**src/assert_macros.svh**
```systemverilog
// assertion helpers, sampled on clk and disabled during rst
`ifndef ASSERT_MACROS_SVH
`define ASSERT_MACROS_SVH

`define ASSERT_ALWAYS(label, expr) \
  label: assert property (@(posedge clk) disable iff (rst) (expr)) \
    else $error("assertion failed");

`define ASSERT_IMPLIES(label, ante, cons) \
  label: assert property (@(posedge clk) disable iff (rst) (ante) |-> (cons)) \
    else $error("assertion failed");

`endif

```
**src/bump_pkg.sv**
```systemverilog
`timescale 1ns / 1ps
package bump_pkg;

  localparam int ADDR_BITS_DEF = 32;
  localparam int CFG_IDX_W     = 2;
  localparam int CFG_DATA_W    = 32;

  localparam logic [CFG_IDX_W-1:0] CFG_BASE_ADDRESS   = 2'd0;
  localparam logic [CFG_IDX_W-1:0] CFG_RESERVED_BYTES = 2'd1;
  localparam logic [CFG_IDX_W-1:0] CFG_PAGE_LOG2      = 2'd2;
  localparam logic [CFG_IDX_W-1:0] CFG_COMMIT_LOG2    = 2'd3;

  localparam logic [31:0] RESERVED_RESET = 32'h4000_0000;
  localparam logic [4:0]  PAGE_LOG2_RESET = 5'd12;
  localparam logic [4:0]  COMMIT_LOG2_RESET = 5'd12;

  localparam logic [2:0] OP_ALLOC   = 3'd0;
  localparam logic [2:0] OP_REALLOC = 3'd1;
  localparam logic [2:0] OP_MARKER  = 3'd2;
  localparam logic [2:0] OP_PURGE   = 3'd3;
  localparam logic [2:0] OP_QUERY   = 3'd4;

  localparam logic [2:0] ST_OK       = 3'd0;
  localparam logic [2:0] ST_NULL     = 3'd1;
  localparam logic [2:0] ST_NO_SPACE = 3'd2;
  localparam logic [2:0] ST_NOT_OWN  = 3'd3;
  localparam logic [2:0] ST_MARK_TOP = 3'd4;

  typedef struct packed {
    logic [2:0]  opcode;
    logic [31:0] alloc_size;
    logic [4:0]  align_log2;
    logic [31:0] address;
    logic        ptr_valid;
    logic [31:0] prev_size;
    logic [31:0] marker;
  } in_item_t;

  typedef struct packed {
    logic [2:0]  status;
    logic [31:0] result_address;
    logic [31:0] copy_bytes;
    logic        owned;
    logic [31:0] alloc_top;
    logic [31:0] commit_top;
  } out_item_t;

  typedef struct packed {
    logic [31:0] base_address;
    logic [31:0] reserved_bytes;
    logic [4:0]  page_log2;
    logic [4:0]  commit_block_log2;
  } cfg_t;

  // request after the input register, with terms from the item and the config worked out
  typedef struct packed {
    logic [2:0]  opcode;
    logic [31:0] size;
    logic [31:0] align_mask;
    logic [31:0] addr;
    logic        ptr_valid;
    logic [31:0] marker;
    logic        size_zero;
    logic        size_over;
    logic [31:0] room;
    logic [31:0] copy_len;
  } prep_t;

  function automatic logic [31:0] low_mask(input logic [4:0] lg);
    logic [32:0] one_hot;
    one_hot = 33'd1 << lg;
    return 32'(one_hot - 33'd1);
  endfunction

endpackage

```
**src/bump_in_stage.sv**
```systemverilog
`timescale 1ns / 1ps
module bump_in_stage #(
  parameter int ADDR_BITS = bump_pkg::ADDR_BITS_DEF
) (
  input  logic              clk,
  input  logic              rst,
  input  logic              in_valid,
  output logic              in_stall,
  input  bump_pkg::in_item_t in_data,
  input  bump_pkg::cfg_t    cfg,
  input  logic              exec_ready,
  output logic              req_valid,
  output bump_pkg::prep_t   req
);

  localparam logic [31:0] AMASK = (ADDR_BITS >= 32) ? 32'hFFFF_FFFF
                                : 32'((64'd1 << ADDR_BITS) - 64'd1);

  logic            accept;
  logic            take;
  bump_pkg::prep_t prep;

  assign take     = req_valid && exec_ready;
  assign in_stall = req_valid && !exec_ready;
  assign accept   = in_valid && !in_stall;

  always_comb begin
    prep.opcode     = in_data.opcode;
    prep.size       = in_data.alloc_size;
    prep.align_mask = bump_pkg::low_mask(in_data.align_log2);
    prep.addr       = in_data.address & AMASK;
    prep.ptr_valid  = in_data.ptr_valid;
    prep.marker     = in_data.marker;
    prep.size_zero  = (in_data.alloc_size == 32'd0);
    prep.size_over  = (in_data.alloc_size > cfg.reserved_bytes);
    prep.room       = cfg.reserved_bytes - in_data.alloc_size;
    prep.copy_len   = (in_data.prev_size < in_data.alloc_size) ? in_data.prev_size
                                                               : in_data.alloc_size;
  end

  always_ff @(posedge clk) begin
    if (rst) begin
      req_valid <= 1'b0;
    end else if (accept) begin
      req_valid <= 1'b1;
    end else if (take) begin
      req_valid <= 1'b0;
    end
  end

  always_ff @(posedge clk) begin
    if (accept) begin
      req <= prep;
    end
  end

endmodule

```
**src/bump_exec.sv**
```systemverilog
`timescale 1ns / 1ps
`include "assert_macros.svh"
module bump_exec #(
  parameter int ADDR_BITS = bump_pkg::ADDR_BITS_DEF
) (
  input  logic               clk,
  input  logic               rst,
  input  logic               req_valid,
  input  bump_pkg::prep_t    req,
  input  bump_pkg::cfg_t     cfg,
  output logic               exec_ready,
  output logic               out_valid,
  input  logic               out_stall,
  output bump_pkg::out_item_t out_data
);

  // past 34 bits no sum here can wrap, so wider address spaces behave alike
  localparam int IW = (ADDR_BITS < 34) ? ADDR_BITS : 34;

  logic [31:0] bump_top;
  logic [31:0] commit_mark;
  logic [31:0] last_offset;
  logic        has_last;
  logic [31:0] bump_top_next;
  logic [31:0] commit_mark_next;
  logic [31:0] last_offset_next;
  logic        has_last_next;

  logic                take;
  bump_pkg::out_item_t res;

  logic [33:0]   base34;
  logic [IW-1:0] cur;
  logic [IW-1:0] amask;
  logic [IW-1:0] aligned;
  logic [IW-1:0] off;
  logic [33:0]   off34;
  logic          bump_fail;
  logic [31:0]   top_bump;
  logic          own;
  logic [IW-1:0] last_abs;
  logic          is_last;
  logic          ip_fail;
  logic [31:0]   top_ip;
  logic [4:0]    commit_lg;
  logic [32:0]   cmask;
  logic [32:0]   pmask;
  logic [31:0]   commit_tgt;
  logic [32:0]   commit_rnd;
  logic [31:0]   commit_cap;
  logic [32:0]   keep;

  assign take       = req_valid && exec_ready;
  assign exec_ready = !out_valid || !out_stall;

  always_comb begin
    base34    = {2'b00, cfg.base_address};
    cur       = IW'(base34 + {2'b00, bump_top});
    amask     = IW'({2'b00, req.align_mask});
    aligned   = (cur + amask) & ~amask;
    off       = aligned - IW'(base34);
    off34     = 34'(off);
    bump_fail = (off34 < {2'b00, bump_top}) || req.size_over
             || (off34 > {2'b00, req.room});
    top_bump  = off34[31:0] + req.size;

    own      = (req.addr >= cfg.base_address)
            && ((req.addr - cfg.base_address) < bump_top);
    last_abs = IW'(base34 + {2'b00, last_offset});
    is_last  = has_last && (34'(req.addr) == 34'(last_abs));
    ip_fail  = req.size_over || (last_offset > req.room);
    top_ip   = last_offset + req.size;

    commit_lg  = (cfg.commit_block_log2 < cfg.page_log2) ? cfg.page_log2
                                                         : cfg.commit_block_log2;
    cmask      = {1'b0, bump_pkg::low_mask(commit_lg)};
    pmask      = {1'b0, bump_pkg::low_mask(cfg.page_log2)};
    commit_tgt = is_last && req.opcode == bump_pkg::OP_REALLOC && req.ptr_valid
               ? top_ip : top_bump;
    commit_rnd = ({1'b0, commit_tgt} + cmask) & ~cmask;
    commit_cap = (commit_rnd > {1'b0, cfg.reserved_bytes}) ? cfg.reserved_bytes
                                                           : commit_rnd[31:0];
    keep       = ({1'b0, bump_top} + pmask) & ~pmask;
  end

  always_comb begin
    logic do_bump;
    logic do_move;
    logic do_inplace;
    do_bump          = 1'b0;
    do_move          = 1'b0;
    do_inplace       = 1'b0;
    bump_top_next    = bump_top;
    commit_mark_next = commit_mark;
    last_offset_next = last_offset;
    has_last_next    = has_last;
    res.status         = bump_pkg::ST_OK;
    res.result_address = 32'd0;
    res.copy_bytes     = 32'd0;
    res.owned          = 1'b0;

    case (req.opcode)
      bump_pkg::OP_ALLOC: begin
        do_bump = 1'b1;
      end
      bump_pkg::OP_REALLOC: begin
        if (!req.ptr_valid) begin
          do_bump = 1'b1;
        end else if (req.size_zero) begin
          res.status = bump_pkg::ST_NULL;
        end else if (!own) begin
          res.status = bump_pkg::ST_NOT_OWN;
        end else if (is_last) begin
          do_inplace = 1'b1;
        end else begin
          do_bump = 1'b1;
          do_move = 1'b1;
        end
      end
      bump_pkg::OP_MARKER: begin
        if (req.marker > bump_top) begin
          res.status = bump_pkg::ST_MARK_TOP;
        end else begin
          bump_top_next = req.marker;
          has_last_next = 1'b0;
        end
      end
      bump_pkg::OP_PURGE: begin
        if (keep < {1'b0, commit_mark}) begin
          commit_mark_next = keep[31:0];
        end
      end
      bump_pkg::OP_QUERY: begin
        res.owned = own;
      end
      default: begin
      end
    endcase

    if (do_bump) begin
      if (req.size_zero) begin
        res.status = bump_pkg::ST_NULL;
      end else if (bump_fail) begin
        res.status = bump_pkg::ST_NO_SPACE;
      end else begin
        bump_top_next      = top_bump;
        last_offset_next   = off34[31:0];
        has_last_next      = 1'b1;
        res.result_address = 32'(aligned);
        if (top_bump > commit_mark) begin
          commit_mark_next = commit_cap;
        end
        if (do_move) begin
          res.copy_bytes = req.copy_len;
        end
      end
    end

    if (do_inplace) begin
      if (ip_fail) begin
        res.status = bump_pkg::ST_NO_SPACE;
      end else begin
        bump_top_next      = top_ip;
        res.result_address = req.addr;
        if (top_ip > bump_top && top_ip > commit_mark) begin
          commit_mark_next = commit_cap;
        end
      end
    end

    res.alloc_top  = bump_top_next;
    res.commit_top = commit_mark_next;
  end

  always_ff @(posedge clk) begin
    if (rst) begin
      bump_top    <= 32'd0;
      commit_mark <= 32'd0;
      last_offset <= 32'd0;
      has_last    <= 1'b0;
    end else if (take) begin
      bump_top    <= bump_top_next;
      commit_mark <= commit_mark_next;
      last_offset <= last_offset_next;
      has_last    <= has_last_next;
    end
  end

  always_ff @(posedge clk) begin
    if (rst) begin
      out_valid <= 1'b0;
    end else if (take) begin
      out_valid <= 1'b1;
    end else if (out_stall == 1'b0) begin
      out_valid <= 1'b0;
    end
  end

  always_ff @(posedge clk) begin
    if (take) begin
      out_data <= res;
    end
  end

  `ASSERT_IMPLIES(a_state_needs_take, !$past(take) && !$past(rst),
                  $stable(bump_top) && $stable(commit_mark))
  `ASSERT_IMPLIES(a_last_below_top, has_last, last_offset < bump_top)
  `ASSERT_IMPLIES(a_fail_no_addr, out_valid && out_data.status != bump_pkg::ST_OK,
                  out_data.result_address == 32'd0)
  `ASSERT_IMPLIES(a_copy_only_ok, out_valid && out_data.copy_bytes != 32'd0,
                  out_data.status == bump_pkg::ST_OK)

endmodule

```
**src/bump_arena_allocator_core.sv**
```systemverilog
`timescale 1ns / 1ps
// channel  dir  handshake            payload
// in       in   in_valid / in_stall   in_data   (bump_pkg::in_item_t)
// out      out  out_valid / out_stall out_data  (bump_pkg::out_item_t)
// cfg      in   cfg_we                cfg_index, cfg_wdata
//
// one beat in, one beat out; a request is held in the input register, then
// in the output register; a new request can be taken every cycle while
// out_stall is low; the single execute stage reads and updates the arena state
// rst clears state and config to their defaults
// a stalled result stays in the output register while one more request waits
// in the input register
module bump_arena_allocator_core #(
  parameter int ADDR_BITS = bump_pkg::ADDR_BITS_DEF
) (
  input  logic                               clk,
  input  logic                               rst,
  input  logic                               in_valid,
  output logic                               in_stall,
  input  bump_pkg::in_item_t                 in_data,
  output logic                               out_valid,
  input  logic                               out_stall,
  output bump_pkg::out_item_t                out_data,
  input  logic                               cfg_we,
  input  logic [bump_pkg::CFG_IDX_W-1:0]     cfg_index,
  input  logic [bump_pkg::CFG_DATA_W-1:0]    cfg_wdata
);

  bump_pkg::cfg_t  cfg;
  logic            req_valid;
  bump_pkg::prep_t req;
  logic            exec_ready;

  always_ff @(posedge clk) begin
    if (rst) begin
      cfg.base_address      <= 32'd0;
      cfg.reserved_bytes    <= bump_pkg::RESERVED_RESET;
      cfg.page_log2         <= bump_pkg::PAGE_LOG2_RESET;
      cfg.commit_block_log2 <= bump_pkg::COMMIT_LOG2_RESET;
    end else if (cfg_we) begin
      case (cfg_index)
        bump_pkg::CFG_BASE_ADDRESS:   cfg.base_address      <= cfg_wdata;
        bump_pkg::CFG_RESERVED_BYTES: cfg.reserved_bytes    <= cfg_wdata;
        bump_pkg::CFG_PAGE_LOG2:      cfg.page_log2         <= cfg_wdata[4:0];
        bump_pkg::CFG_COMMIT_LOG2:    cfg.commit_block_log2 <= cfg_wdata[4:0];
        default: begin
        end
      endcase
    end
  end

  bump_in_stage #(
    .ADDR_BITS (ADDR_BITS)
  ) u_in_stage (
    .clk        (clk),
    .rst        (rst),
    .in_valid   (in_valid),
    .in_stall   (in_stall),
    .in_data    (in_data),
    .cfg        (cfg),
    .exec_ready (exec_ready),
    .req_valid  (req_valid),
    .req        (req)
  );

  bump_exec #(
    .ADDR_BITS (ADDR_BITS)
  ) u_exec (
    .clk        (clk),
    .rst        (rst),
    .req_valid  (req_valid),
    .req        (req),
    .cfg        (cfg),
    .exec_ready (exec_ready),
    .out_valid  (out_valid),
    .out_stall  (out_stall),
    .out_data   (out_data)
  );

endmodule
```
**config.mk**
```make
export PLATFORM = sky130hd
export DESIGN_NAME = bump_arena_allocator_core
export DESIGN_NICKNAME = d
export VERILOG_FILES = /design/src/bump_pkg.sv /design/src/bump_in_stage.sv /design/src/bump_exec.sv /design/src/bump_arena_allocator_core.sv
export VERILOG_INCLUDE_DIRS = /design/src /design/src/src
export SDC_FILE = /design/constraint.sdc
export NUM_CORES = 2
export LEC_CHECK = 0
export ABC_AREA = 1
export BUFFER_PORTS_ARGS = -buffer_cell sky130_fd_sc_hd__buf_2
export CAP_MARGIN = 10
export CELL_PAD_IN_SITES_DETAIL_PLACEMENT = 1
export CELL_PAD_IN_SITES_GLOBAL_PLACEMENT = 1
export CORE_AREA = 2 2 299 331
export DETAILED_ROUTE_END_ITERATION = 8
export DIE_AREA = 0 0 301 333
export GPL_TIMING_DRIVEN = 0
export PLACE_DENSITY_LB_ADDON = 0.1
export SETUP_SLACK_MARGIN = 0.1
export SYNTH_ARGS = -nofsm -noshare
export SYNTH_HDL_FRONTEND = slang
export SYNTH_SLANG_ARGS = --single-unit
```
**constraint.sdc**
```tcl
create_clock -name clk -period 9.8 [get_ports clk]
set_input_delay 0.98 -clock clk [delete_from_list [all_inputs] [get_ports clk]]
set_output_delay 0.98 -clock clk [all_outputs]
set_load 0.03 [all_outputs]
```
==> metrics.csv <==
metric,value,unit
synth_top_family_by_area,simple AND/OR/NAND/NOR gates,
synth_mux_area_share,0,%
die-area,100000,um^2
grt_util_all_layers,46.6,%
layout_commonest_cell,nand2_1,
core_area,96800,um^2
r2r-start,u_exec.bump_top[3]$_SDFFE_PP0P_,
timing.final.crit_share,106,%
p_per_area,431,nW/um^2
grt_pass1_vias,49900,
status,"complete, but fails checks",
route.detailed.drc,0,
hold_viol,0,
pwr-share-clk,9.8,%
ys_async_sr_fraction,0,%
violations,"max-capacitance violations, max-slew violations, negative setup slack",
holdPathEnd,u_in_stage.req[114]$_DFFE_PP_,
critical_path.max_fanout,10,
power_switching,12800,uW
avgSynthCellArea,7.56,um^2
p_leak,0.0258,uW
synth_area,45200,um^2
cts-root-buf,clkbuf_16,
wirelength,245000,um
synth_ff_type,edfxtp_1,
cp_slowest_cell,fa_2,
synthAdderAreaFrac,19.4,%
p_int,10900,uW
dp_hpwl,189000,um
max_clock_freq,0.0963,GHz
fin_crit,10.39,ns
p_sw_share,54.0,%
holdPathStages,1,
rows,120,
cts_tree,built,
pre_cts_ws,-3.57,ns
h-tree-depth,2,
tns,-23.86,ns
drtIter0Drc,4936,
vias_per_cell,6.32,
yosys_warnings,0,
final_cell_mix,"nand2_1, inv_1, ha_1, a21oi_1, nor2_1",
drv_cap,1,
worstPathRequired,10.42,ns
cp-start-kind,register,
critPathKind,reg -> reg,
hp-class,in -> reg,
slew_viol_final,5,
layout_setup_ws,-0.588,ns
total_power,23700,uW
seqPwrFrac,11.1,%
synth.distinct_cells,74,
die_h,333,um
fin_skew,0.0827,ns
nNetsFinal,7379,
antenna_left,0,
worstMarginPinSlew,1.51,ns
utilization,56.9,%
dr_total_vias,49700,
netlist_instances,5979,
io_buffers,308,
synthToLayoutAreaGrowth,21.8,%
synth-xor-area-share,5.21,%
ctsLongestPathBuffers,3,
cts.reportedPaths.clkPinSlew,0.07,ns
final_layout_size_suffix_gt1_share,17.4,%
worst-r2r-cell-count,56,
synth_edf_count,330,
clkLatencyLatePin,0.75,ns
comb_power_share,79.1,%
grt_max_degree,113,
vdd_drop_max,0.908,mV
grt_pass1_wl,337000,um
cts.sinks,503,
finalSetupViolations,64,
wl_per_cell,31.2,um
overflow,0,
gp_congestion,1.06,
crit_path_max_incr_delay,0.64,ns
worstSetupEndpointType,register,
worst_path_most_repeated_cell,nand2_1,
rsz0062_at_grt,true,
arrival,11.01,ns
r2r-end,u_exec.commit_mark[22]$_SDFFE_PP0P_,
start_util,46.7,%
synth_seq_cells,503,
synthSimpleGateAreaFrac,20.5,%
worstHoldStart,in_data[80],
dr.pass1.iters,5,
die_w,301,um
ys_seq_area_share,29.6,%
r2r_slack,-0.59,ns
antenna_found_initial,25,
relSlewSlack,-1.59,%
synth_compound_area_share,17.4,%
io_pins,310,
cts_buffers,58,
[flip-flops by register name (all words and copies together) (netlist names)]
register,cells
u_exec.out_data,132
cfg,74
u_exec.has_last,1
u_exec.last_offset,32
u_exec.out_valid,1
u_in_stage.req,198
u_exec.bump_top,32
u_exec.commit_mark,32
u_in_stage.req_valid,1
[cells by family after synthesis]
logic type,count (synthesis)
and+or+nand+nor,2208
buffers and inverters,935
adders and majority gates,677
DFF,503
other,1
AOI/OAI and AO/OA,1386
xor gates and xnor gates,269
[how the worst max path moves through the flow]
stage | start | end | slack [ns] | cells past startpoint
2_1_floorplan | u_in_stage.req[134]$_DFFE_PP_ | u_exec.out_data[3]$_DFFE_PP_ | 1.32 | 58
3_3_place_gp | u_exec.bump_top[0]$_SDFFE_PP0P_ | u_exec.commit_mark[26]$_SDFFE_PP0P_ | -3.36 | 51
3_5_place_dp | u_exec.bump_top[0]$_SDFFE_PP0P_ | u_exec.commit_mark[26]$_SDFFE_PP0P_ | -3.57 | 51
4_1_cts | u_in_stage.req[134]$_DFFE_PP_ | u_exec.commit_mark[26]$_SDFFE_PP0P_ | 0.03 | 57
5_1_grt | u_exec.bump_top[3]$_SDFFE_PP0P_ | u_exec.commit_mark[22]$_SDFFE_PP0P_ | -0.77 | 56
6_report | u_exec.bump_top[3]$_SDFFE_PP0P_ | u_exec.commit_mark[22]$_SDFFE_PP0P_ | -0.59 | 56
[metrics by stage]
stage                     instance area, um^2  hold slack [ns]  cells
final                                   55100            0.422   7873
after global routing                    55000            0.427   7857
after CTS                               53200            0.429   7794
after detailed placement                48400            0.493   7573
after global placement                  48400            0.472   7570
after floorplan                         45200            0.448   5981
[power groups by stage]
stage,Combinational [uW],Clock [uW],Sequential [uW]
floorplan,7640,0,2640
global placement,11600,0,2660
detailed placement,12000,0,2650
CTS,15200,2300,2610
global route,19700,2380,2630
finish,18800,2330,2630
[metal layers]
metal / GRT usage (%) / wire (um)
met5: 0 / 70
met4: 39.4 / 26500
met3: 10.9 / 25000
met2: 72.2 / 107000
met1: 54.2 / 87000
[synth_stat cells, drive strengths merged, types with 4 or more instances]
cell	number	area, um^2
a2111oi	4	35.0
a211oi	27	203
a21boi	31	233
a21o	25	188
a21oi	648	3250
a221oi	10	87.6
a22o	14	123
a31oi	25	163
buf	44	239
clkbuf	80	300
clkinv	8	35.0
dfxtp	173	3460
edfxtp	330	9910
fa	40	801
ha	637	7970
inv	803	3010
nand2	1199	4510
nand3	190	973
nand3b	15	113
nand4	112	707
nor2	551	2130
nor3	70	355
nor3b	9	72.6
nor4	37	231
o2111ai	7	61.3
o211ai	97	812
o21a	16	120
o21ai	431	2180
o21bai	15	113
o221ai	15	131
o31ai	5	37.5
or2	17	106
xnor2	96	841
xor2	173	1520
[timing repair]
| item | CTS | global route |
|---|---|---|
| setup buffers | 111 | 63 |
| hold buffers | 0 | 0 |
| setup endpoints to repair | 225 | 203 |
| pin swaps | 126 | 151 |
| gates resized for setup | 394 | 303 |
| cloned | 0 | 2 |
[worst max-delay path: cells and delay by family (launching register included)]
| kind | cells | cell delay, ns |
|---|---|---|
| compound gates | 12 | 2.28 |
| simple gates | 29 | 4.07 |
| fa+ha+maj | 6 | 2.01 |
| buf+inv | 6 | 0.65 |
| flops | 1 | 0.41 |
| xor+xnor | 3 | 0.81 |
[area by class of cell]
type,instances,area (um^2)
Tap cell,1281,1600
Sequential cell,503,13400
Fill cell,12000,41800
Clock buffer,85,1700
Clock inverter,25,250
Buffer,123,593
Multi-Input combinational cell,4543,31300
Timing Repair Buffer,486,3110
Antenna cell,16,40.0
Inverter,811,3070
(Power assumes the default switching activity.)
